### config.mk
export PLATFORM = sky130hd
export DESIGN_NAME = keypad_code_lock_controller
export DESIGN_NICKNAME = d
export VERILOG_FILES = /design/src/sv/kclc_pkg.sv /design/src/sv/kclc_key_decode.sv /design/src/sv/kclc_core.sv /design/src/sv/keypad_code_lock_controller.sv
export SDC_FILE = /design/constraint.sdc
export NUM_CORES = 1
export LEC_CHECK = 0
export ABC_AREA = 1
export CORE_MARGIN = 1.5
export CORE_UTILIZATION = 60
export DETAILED_ROUTE_END_ITERATION = 7
export DONT_BUFFER_PORTS = 1
export MAX_ROUTING_LAYER = met4
export PLACE_DENSITY = 0.75
export SLEW_MARGIN = 30
export SYNTH_ARGS = -nofsm -noshare
export SYNTH_HDL_FRONTEND = slang
export SYNTH_SLANG_ARGS = --single-unit
### constraint.sdc
create_clock -name aclk -period 3.3 [get_ports aclk]
set_input_delay 0.165 -clock aclk [delete_from_list [all_inputs] [get_ports aclk]]
set_output_delay 0.165 -clock aclk [all_outputs]
set_load 0.01 [all_outputs]
### src/sv/kclc_pkg.sv
// shared types and constants of the keypad code lock controller
package kclc_pkg;

    // phase codes
    localparam logic [2:0] PH_ADMIN   = 3'd0;
    localparam logic [2:0] PH_NEWCODE = 3'd1;
    localparam logic [2:0] PH_USER    = 3'd2;
    localparam logic [2:0] PH_OPEN    = 3'd3;
    localparam logic [2:0] PH_CLOSE   = 3'd4;
    localparam logic [2:0] PH_LOCK    = 3'd5;

    // event codes
    localparam logic [2:0] EV_NONE       = 3'd0;
    localparam logic [2:0] EV_KEY        = 3'd1;
    localparam logic [2:0] EV_ADMIN_OK   = 3'd2;
    localparam logic [2:0] EV_ADMIN_FAIL = 3'd3;
    localparam logic [2:0] EV_SET        = 3'd4;
    localparam logic [2:0] EV_MATCH      = 3'd5;
    localparam logic [2:0] EV_MISMATCH   = 3'd6;
    localparam logic [2:0] EV_CLOSED     = 3'd7;

    // input item actions
    localparam logic ACT_KEY  = 1'b0;
    localparam logic ACT_TICK = 1'b1;

    // configuration register indexes
    localparam logic [1:0] REG_ADMIN_CODE  = 2'd0;
    localparam logic [1:0] REG_OPEN_TICKS  = 2'd1;
    localparam logic [1:0] REG_CLOSE_TICKS = 2'd2;

    // configuration reset values
    localparam logic [31:0] ADMIN_CODE_RST  = 32'h3132_3334;
    localparam logic [15:0] OPEN_TICKS_RST  = 16'd600;
    localparam logic [15:0] CLOSE_TICKS_RST = 16'd600;

    // input item
    typedef struct packed {
        logic       action;
        logic [7:0] scan_code;
    } in_item_t;

    // result item
    typedef struct packed {
        logic [2:0] phase;
        logic       motor_forward;
        logic       motor_reverse;
        logic [2:0] event_code;
        logic [7:0] key_char;
    } out_item_t;

    // decoded key
    typedef struct packed {
        logic       hit;
        logic [7:0] char_code;
    } key_t;

endpackage

### src/sv/kclc_key_decode.sv
// keypad row/column scan code to key character decoder
module kclc_key_decode
    import kclc_pkg::*;
(
    input  logic [7:0] scan_code,
    output key_t       key
);

    // fixed 4x4 keypad map, star key gives value 0
    always_comb begin
        key.hit       = 1'b1;
        key.char_code = 8'h00;
        case (scan_code)
            8'hEB: key.char_code = "1";
            8'hDB: key.char_code = "2";
            8'hBB: key.char_code = "3";
            8'h7B: key.char_code = "C";
            8'hED: key.char_code = "4";
            8'hDD: key.char_code = "5";
            8'hBD: key.char_code = "6";
            8'h7D: key.char_code = "B";
            8'hEE: key.char_code = "7";
            8'hDE: key.char_code = "8";
            8'hBE: key.char_code = "9";
            8'h7E: key.char_code = "A";
            8'hE7: key.char_code = 8'h00;
            8'hD7: key.char_code = "0";
            8'hB7: key.char_code = "#";
            8'h77: key.char_code = "D";
            default: key.hit = 1'b0;
        endcase
    end

endmodule

### src/sv/kclc_core.sv
// lock state, code buffers, motion timer and per-item next-state logic
module kclc_core
    import kclc_pkg::*;
#(
    parameter int CODE_DIGITS = 4
) (
    input  logic        aclk,
    input  logic        aresetn,
    input  logic        step_en,
    input  in_item_t    item,
    input  logic [31:0] admin_code,
    input  logic [15:0] open_ticks,
    input  logic [15:0] close_ticks,
    output out_item_t   result
);

    localparam int IDX_W = (CODE_DIGITS > 1) ? $clog2(CODE_DIGITS) : 1;
    localparam logic [IDX_W-1:0] LAST_IDX = IDX_W'(CODE_DIGITS - 1);

    logic [2:0]       phase_reg, phase_next;
    logic [IDX_W-1:0] count_reg, count_next;
    logic [15:0]      timer_reg, timer_next;
    logic [7:0]       entry_reg [CODE_DIGITS];
    logic [7:0]       entry_next [CODE_DIGITS];
    logic [7:0]       user_reg [CODE_DIGITS];
    logic [7:0]       user_next [CODE_DIGITS];

    key_t                     key;
    logic [8*CODE_DIGITS-1:0] admin_ext;
    logic                     admin_ok;
    logic                     user_ok;
    logic [2:0]               event_code;
    logic [7:0]               key_char;

    kclc_key_decode u_key_decode (
        .scan_code (item.scan_code),
        .key       (key)
    );

    // buffers with the current key written in
    always_comb begin
        entry_next = entry_reg;
        user_next  = user_reg;
        if (item.action == ACT_KEY && key.hit) begin
            if (phase_reg == PH_NEWCODE) begin
                user_next[count_reg] = key.char_code;
            end else if (phase_reg == PH_ADMIN || phase_reg == PH_USER) begin
                entry_next[count_reg] = key.char_code;
            end
        end
    end

    // group compares, first key against the top byte
    assign admin_ext = (8*CODE_DIGITS)'(admin_code);

    always_comb begin
        admin_ok = 1'b1;
        user_ok  = 1'b1;
        for (int i = 0; i < CODE_DIGITS; i++) begin
            if (entry_next[i] != admin_ext[8*(CODE_DIGITS-1-i) +: 8]) begin
                admin_ok = 1'b0;
            end
            if (entry_next[i] != user_next[i]) begin
                user_ok = 1'b0;
            end
        end
    end

    // phase, count and timer update for one item
    always_comb begin
        phase_next = phase_reg;
        count_next = count_reg;
        timer_next = timer_reg;
        event_code = EV_NONE;
        key_char   = 8'h00;
        if (item.action == ACT_TICK) begin
            if (phase_reg == PH_OPEN) begin
                if (timer_reg <= 16'd1) begin
                    phase_next = PH_CLOSE;
                    timer_next = close_ticks;
                end else begin
                    timer_next = timer_reg - 16'd1;
                end
            end else if (phase_reg == PH_CLOSE) begin
                if (timer_reg <= 16'd1) begin
                    phase_next = PH_USER;
                    timer_next = 16'd0;
                    event_code = EV_CLOSED;
                end else begin
                    timer_next = timer_reg - 16'd1;
                end
            end
        end else if ((phase_reg == PH_ADMIN || phase_reg == PH_NEWCODE ||
                      phase_reg == PH_USER) && key.hit) begin
            key_char   = key.char_code;
            event_code = EV_KEY;
            if (count_reg == LAST_IDX) begin
                count_next = '0;
                case (phase_reg)
                    PH_ADMIN: begin
                        phase_next = admin_ok ? PH_NEWCODE : PH_LOCK;
                        event_code = admin_ok ? EV_ADMIN_OK : EV_ADMIN_FAIL;
                    end
                    PH_NEWCODE: begin
                        phase_next = PH_USER;
                        event_code = EV_SET;
                    end
                    default: begin
                        if (user_ok) begin
                            phase_next = PH_OPEN;
                            timer_next = open_ticks;
                            event_code = EV_MATCH;
                        end else begin
                            event_code = EV_MISMATCH;
                        end
                    end
                endcase
            end else begin
                count_next = count_reg + IDX_W'(1);
            end
        end
    end

    // result of this item
    always_comb begin
        result.phase         = phase_next;
        result.motor_forward = (phase_next == PH_OPEN);
        result.motor_reverse = (phase_next == PH_CLOSE);
        result.event_code    = event_code;
        result.key_char      = key_char;
    end

    // control state
    always_ff @(posedge aclk) begin
        if (!aresetn) begin
            phase_reg <= PH_ADMIN;
            count_reg <= '0;
            timer_reg <= 16'd0;
        end else if (step_en) begin
            phase_reg <= phase_next;
            count_reg <= count_next;
            timer_reg <= timer_next;
        end
    end

    // code buffers, no reset
    always_ff @(posedge aclk) begin
        if (step_en) begin
            entry_reg <= entry_next;
            user_reg  <= user_next;
        end
    end

endmodule

### src/sv/keypad_code_lock_controller.sv
// top level of the keypad code lock controller: handshake, item registers, config
//
// usage:
//   s_item carries one keypad scan code (action 0) or one time tick (action 1);
//   it is taken when s_valid and s_ready are both high.
//   every item gives exactly one result item on m_item, handed over when m_valid
//   and m_ready are both high: new phase, motor drive bits, event and key char.
//   admin_code, open_ticks and close_ticks are written through cfg_wr_en,
//   cfg_index and cfg_wdata; write them only while idle.
// timing:
//   the input register takes the item at the accepting edge; the phase/compare/timer
//   logic then loads the result register once that register is free, and m_valid
//   goes high with it, so the result is taken from the result register.
//   throughput is one item per cycle while m_ready stays high.
// reset:
//   aresetn low clears both registers' valid bits, puts the lock in admin entry
//   with an empty key count and loads the configuration reset values.
// stall:
//   while m_ready is low the result register holds, the input register fills,
//   and s_ready drops until the result is taken; nothing is lost or repeated.
module keypad_code_lock_controller
    import kclc_pkg::*;
#(
    parameter int CODE_DIGITS = 4
) (
    input  logic        aclk,
    input  logic        aresetn,
    input  logic        s_valid,
    output logic        s_ready,
    input  in_item_t    s_item,
    output logic        m_valid,
    input  logic        m_ready,
    output out_item_t   m_item,
    input  logic        cfg_wr_en,
    input  logic [1:0]  cfg_index,
    input  logic [31:0] cfg_wdata
);

    logic [31:0] admin_code_reg;
    logic [15:0] open_ticks_reg;
    logic [15:0] close_ticks_reg;
    logic        in_valid_reg;
    in_item_t    in_item_reg;
    logic        out_valid_reg;
    out_item_t   out_item_reg;
    out_item_t   result;
    logic        step_en;

    // item moves from the input register to the result register
    assign step_en = in_valid_reg && (!out_valid_reg || m_ready);
    assign s_ready = !in_valid_reg || step_en;
    assign m_valid = out_valid_reg;
    assign m_item  = out_item_reg;

    kclc_core #(
        .CODE_DIGITS (CODE_DIGITS)
    ) u_core (
        .aclk        (aclk),
        .aresetn     (aresetn),
        .step_en     (step_en),
        .item        (in_item_reg),
        .admin_code  (admin_code_reg),
        .open_ticks  (open_ticks_reg),
        .close_ticks (close_ticks_reg),
        .result      (result)
    );

    // configuration registers
    always_ff @(posedge aclk) begin
        if (!aresetn) begin
            admin_code_reg  <= ADMIN_CODE_RST;
            open_ticks_reg  <= OPEN_TICKS_RST;
            close_ticks_reg <= CLOSE_TICKS_RST;
        end else if (cfg_wr_en) begin
            case (cfg_index)
                REG_ADMIN_CODE:  admin_code_reg  <= cfg_wdata;
                REG_OPEN_TICKS:  open_ticks_reg  <= cfg_wdata[15:0];
                REG_CLOSE_TICKS: close_ticks_reg <= cfg_wdata[15:0];
                default: ;
            endcase
        end
    end

    // valid bits of the input and result registers
    always_ff @(posedge aclk) begin
        if (!aresetn) begin
            in_valid_reg  <= 1'b0;
            out_valid_reg <= 1'b0;
        end else begin
            if (s_valid && s_ready) begin
                in_valid_reg <= 1'b1;
            end else if (step_en) begin
                in_valid_reg <= 1'b0;
            end
            if (step_en) begin
                out_valid_reg <= 1'b1;
            end else if (m_ready) begin
                out_valid_reg <= 1'b0;
            end
        end
    end

    // item payload registers
    always_ff @(posedge aclk) begin
        if (s_valid && s_ready) begin
            in_item_reg <= s_item;
        end
        if (step_en) begin
            out_item_reg <= result;
        end
    end

endmodule

==> key figures <==
Timing
  – Final worst-path setup slack: 0.0480 ns
  – RSZ-0062 raised after global routing: yes
  – Setup clock skew after layout: 0.0121 ns
  – Clock period minus worst slack: 3.25 ns
  – Portion of the clock cycle consumed by the worst path in the final layout: 98.5%
  – Transition time at the pin with the least slew margin: 0.956 ns
  – Max Freq: 308 MHz
  – Final count of pins violating max slew: 0
  – Final setup violation count: 0
  – Count of final hold-check violations: 0
  – Slew Limit Headroom: 35.9%

Place
  – Area after detailed placement: 10300 um^2
  – Placed instance count: 1612
  – Pre-CTS setup slack: 0.0159 ns
  – Count of input and output buffers: 0
  – Routability congestion estimate: 0.954
  – Sum of net half-perimeters after detailed placement: 19900 um

Clock network
  – Buffer type at the clock tree root: sky130_fd_sc_hd__clkbuf_16
  – TritonCTS Buffers: 17
  – Clock transition at the register clock pins on the worst setup and hold paths after CTS: 0.07 ns
  – Latest clock arrival within the worst-skew pair: 0.44 ns
  – Clock H-tree levels: 4
  – Clock tree from TritonCTS: yes
  – Number of buffers on the longest clock path: 2
  – CTS sink count: 175

Final layout
  – Fill cell total of the finished layout: 1330
  – Number of non-filler instances in the completed layout: 1721
  – Post-synthesis to final-layout area growth: 19.2%
  – Layout cells sized above 1: 12.7%
  – Final cell utilization of the core: 73.7%
  – Cell area after layout: 11800 um^2
  – Layout net count: 1545

Synth
  – Top_reg_cell synth: sky130_fd_sc_hd__edfxtp_1
  – Count of flip-flops with a built-in enable after synthesis: 88
  – Seq/Total Area, Yosys: 44.3%
  – Synthesis Warnings: 0
  – Library cell with the largest summed area after synthesis: sky130_fd_sc_hd__edfxtp_1
  – Mapped Nets: 1446
  – Avg Inst Size Synth: 7.11 um^2
  – Synth top cells by count: 483 x sky130_fd_sc_hd__nand2_1, 169 x sky130_fd_sc_hd__inv_1, 132 x sky130_fd_sc_hd__nor2_1, 99 x sky130_fd_sc_hd__nand3_1, 88 x sky130_fd_sc_hd__edfxtp_1
  – Most repeated cell in the gate-level netlist after synthesis: sky130_fd_sc_hd__nand2_1
  – Area fraction of the dominant cell type after synthesis: 26.7%
  – Flip-flop and latch count after synthesis: 175
  – Gate Count Post-Synth: 1392
  – Count of different cell masters after synthesis: 45
  – Netlist area before placement: 9890 um^2
  – Proportion of synthesized flip-flops having asynchronous set or reset: 0%
  – Top cells by area, synth: sky130_fd_sc_hd__edfxtp_1 27%, sky130_fd_sc_hd__nand2_1 18%, sky130_fd_sc_hd__dfxtp_1 18%

Detailed routing
  – Initial DRC count: 988
  – First-pass iteration count of the detailed router: 6
  – Drt total wl: 30300 um
  – Count of vias placed by the detailed router: 9712
  – Vias per cell: 5.64
  – Routed length per instance: 17.6 um
  – Remaining design rule violation count: 0
  – Antenna Violating Nets Remaining: 0

Worst setup path
  – Worst setup path startpoint: in_item_reg[2]
  – Kind of cell adding the most delay to the critical path: simple AND/OR/NAND/NOR gates
  – Cell breakdown of the critical path: nand2_2 -> inv_1 -> nand2_1 -> nand3_2 -> o21ai_4 -> nand2_8 -> buf_6 -> buf_4 -> nand3_4 -> nand2_1 -> nand2_1 -> nand2_1 -> nand2_1 -> nand2_1 -> nor2_2 -> nand2_2 -> nor2_4 -> nand3_2 -> nand2_4 -> buf_4 -> nand3_1 -> nand2_1 -> nor2_1
  – Source of the worst register-to-register timing path: in_item_reg[2]
  – WP buf/inv: 4
  – Setup crit start kind: flop
  – Largest fanout on the critical path: 10
  – Delay of the slowest cell on the worst path: 0.47 ns
  – Endpoint required time on the critical path: 3.62 ns
  – Worst setup path class: reg2reg
  – Endpoint type of the worst setup path: flop
  – Critical Path AT: 3.57 ns
  – Worst path slowest cell: sky130_fd_sc_hd__edfxtp_1
  – Critical path's most frequent cell: sky130_fd_sc_hd__nand2_1

Pwr
  – Leakage Power: 5.60 nW
  – Gate power share: 14.3%
  – Portion of total power attributed to the clock network: 39.6%
  – Switching power summed over all nets: 1.51 mW
  – Switching share of power: 28.3%
  – Power density normalized to cell area: 452 nW/um^2
  – Cell internal power dissipation: 3.82 mW
  – Sequential share of power: 46.1%
  – VDD IR max: 0.400 mV

Min path
  – Worst hold path class: in2reg
  – Hold path startpoint: cfg_wdata[22]

Floorplan
  – Initial core utilization: 61.8%
  – Die height: 131 um
  – Die Outline Area: 17300 um^2
  – Top-level port count: 66
  – Placeable core region: 16000 um^2
  – Number of standard-cell rows in the floorplan: 46
  – Chip width: 131 um

GRT
  – Overall global routing resource usage: 35.4%
  – Total congestion overflow: 0
  – Largest net degree at the start of global routing: 76
  – Number of global-route vias before repair: 9125
  – Number of antenna violations at the first check in global routing: 1
  – Global-route wire length before repair: 46500 um

Status
  – Status: finished, final reports clean

Flow run
  – Max-cap violation count: 0
routing by layer:
layer  GRT usage (%)  vias up  routed length (um)
met5               -        -                   0
met3            5.98       97                2700
li1                -     4702                   -
met2            57.9      476               14400
met1            43.2     4437               12000
met4            15.9        0                1270
per-stage QoR:
step	total power, mW	TNS, ns	hold slack, ns
floorplan	2.96	0	0.264
global placement	3.13	0	0.259
detailed placement	3.14	0	0.264
CTS	5.28	0	0.0270
global route	5.50	-1.58	0.0648
finish	5.33	0	0.0334
what timing repair did:
action                                  4_1_cts  5_1_grt
pin swaps                                     1       13
setup buffers                                 4       25
gates cloned                                  0        3
endpoints found under the hold margin        89        0
hold buffers                                 44        0
endpoints found under the setup margin       13       24
gates resized for setup                       1       36
path summary, 6_finish.rpt:
path,slack [ns],end,depth (start not counted)
hold / removal,0.03,admin_code_reg[22],2
setup / recovery,0.05,u_core.timer_reg[0],23
hold reg to reg,0.46,open_ticks_reg[8],2
setup reg to reg,0.05,u_core.timer_reg[0],23
layout by cell type (no fill, tap or decap), drive strengths merged, types with 4 or more instances in the layout:
master / instances
nor2: 144
a21oi: 54
ha: 6
o21ai: 97
o211ai: 21
o221ai: 4
dlygate4sd3: 43
nand2: 499
nor3: 8
nand4: 25
buf: 81
clkinv: 7
edfxtp: 88
clkbuf: 19
inv: 183
nand3: 108
dfxtp: 87
xor2: 9
power by group through the flow:
stage / Sequential (mW) / Combinational, mW / Clock, mW
after floorplan: 2.49 / 0.475 / 0
after global routing: 2.46 / 0.843 / 2.19
after detailed placement: 2.50 / 0.639 / 0
after CTS: 2.45 / 0.714 / 2.12
final: 2.45 / 0.764 / 2.11
after global placement: 2.50 / 0.630 / 0
cell families (layout without fill, tap and decap cells):
kind of cell               Yosys count  count (layout)  share of synthesized area, %
AOI/OAI and AO/OA                  186             186                          10.6
xor gates and xnor gates            12              12                          1.06
adders and majority gates            6               6                         0.759
buffers and inverters              228             337                          9.29
DFF                                175             175                          44.3
other                                1               2                        0.0379
and+or+nand+nor                    784             787                          33.9
area by class of cell:
type	count	area, um^2	area share [%]
Tap cell	216	270	2.29
Timing Repair Buffer	124	1080	9.18
Clock buffer	19	475	4.03
Inverter	181	688	5.84
Multi-Input combinational cell	992	4750	40.3
Sequential cell	175	4380	37.2
Antenna cell	1	2.50	0.0212
Clock inverter	13	136	1.16
No activity file was read; power rests on OpenSTA's default activity.
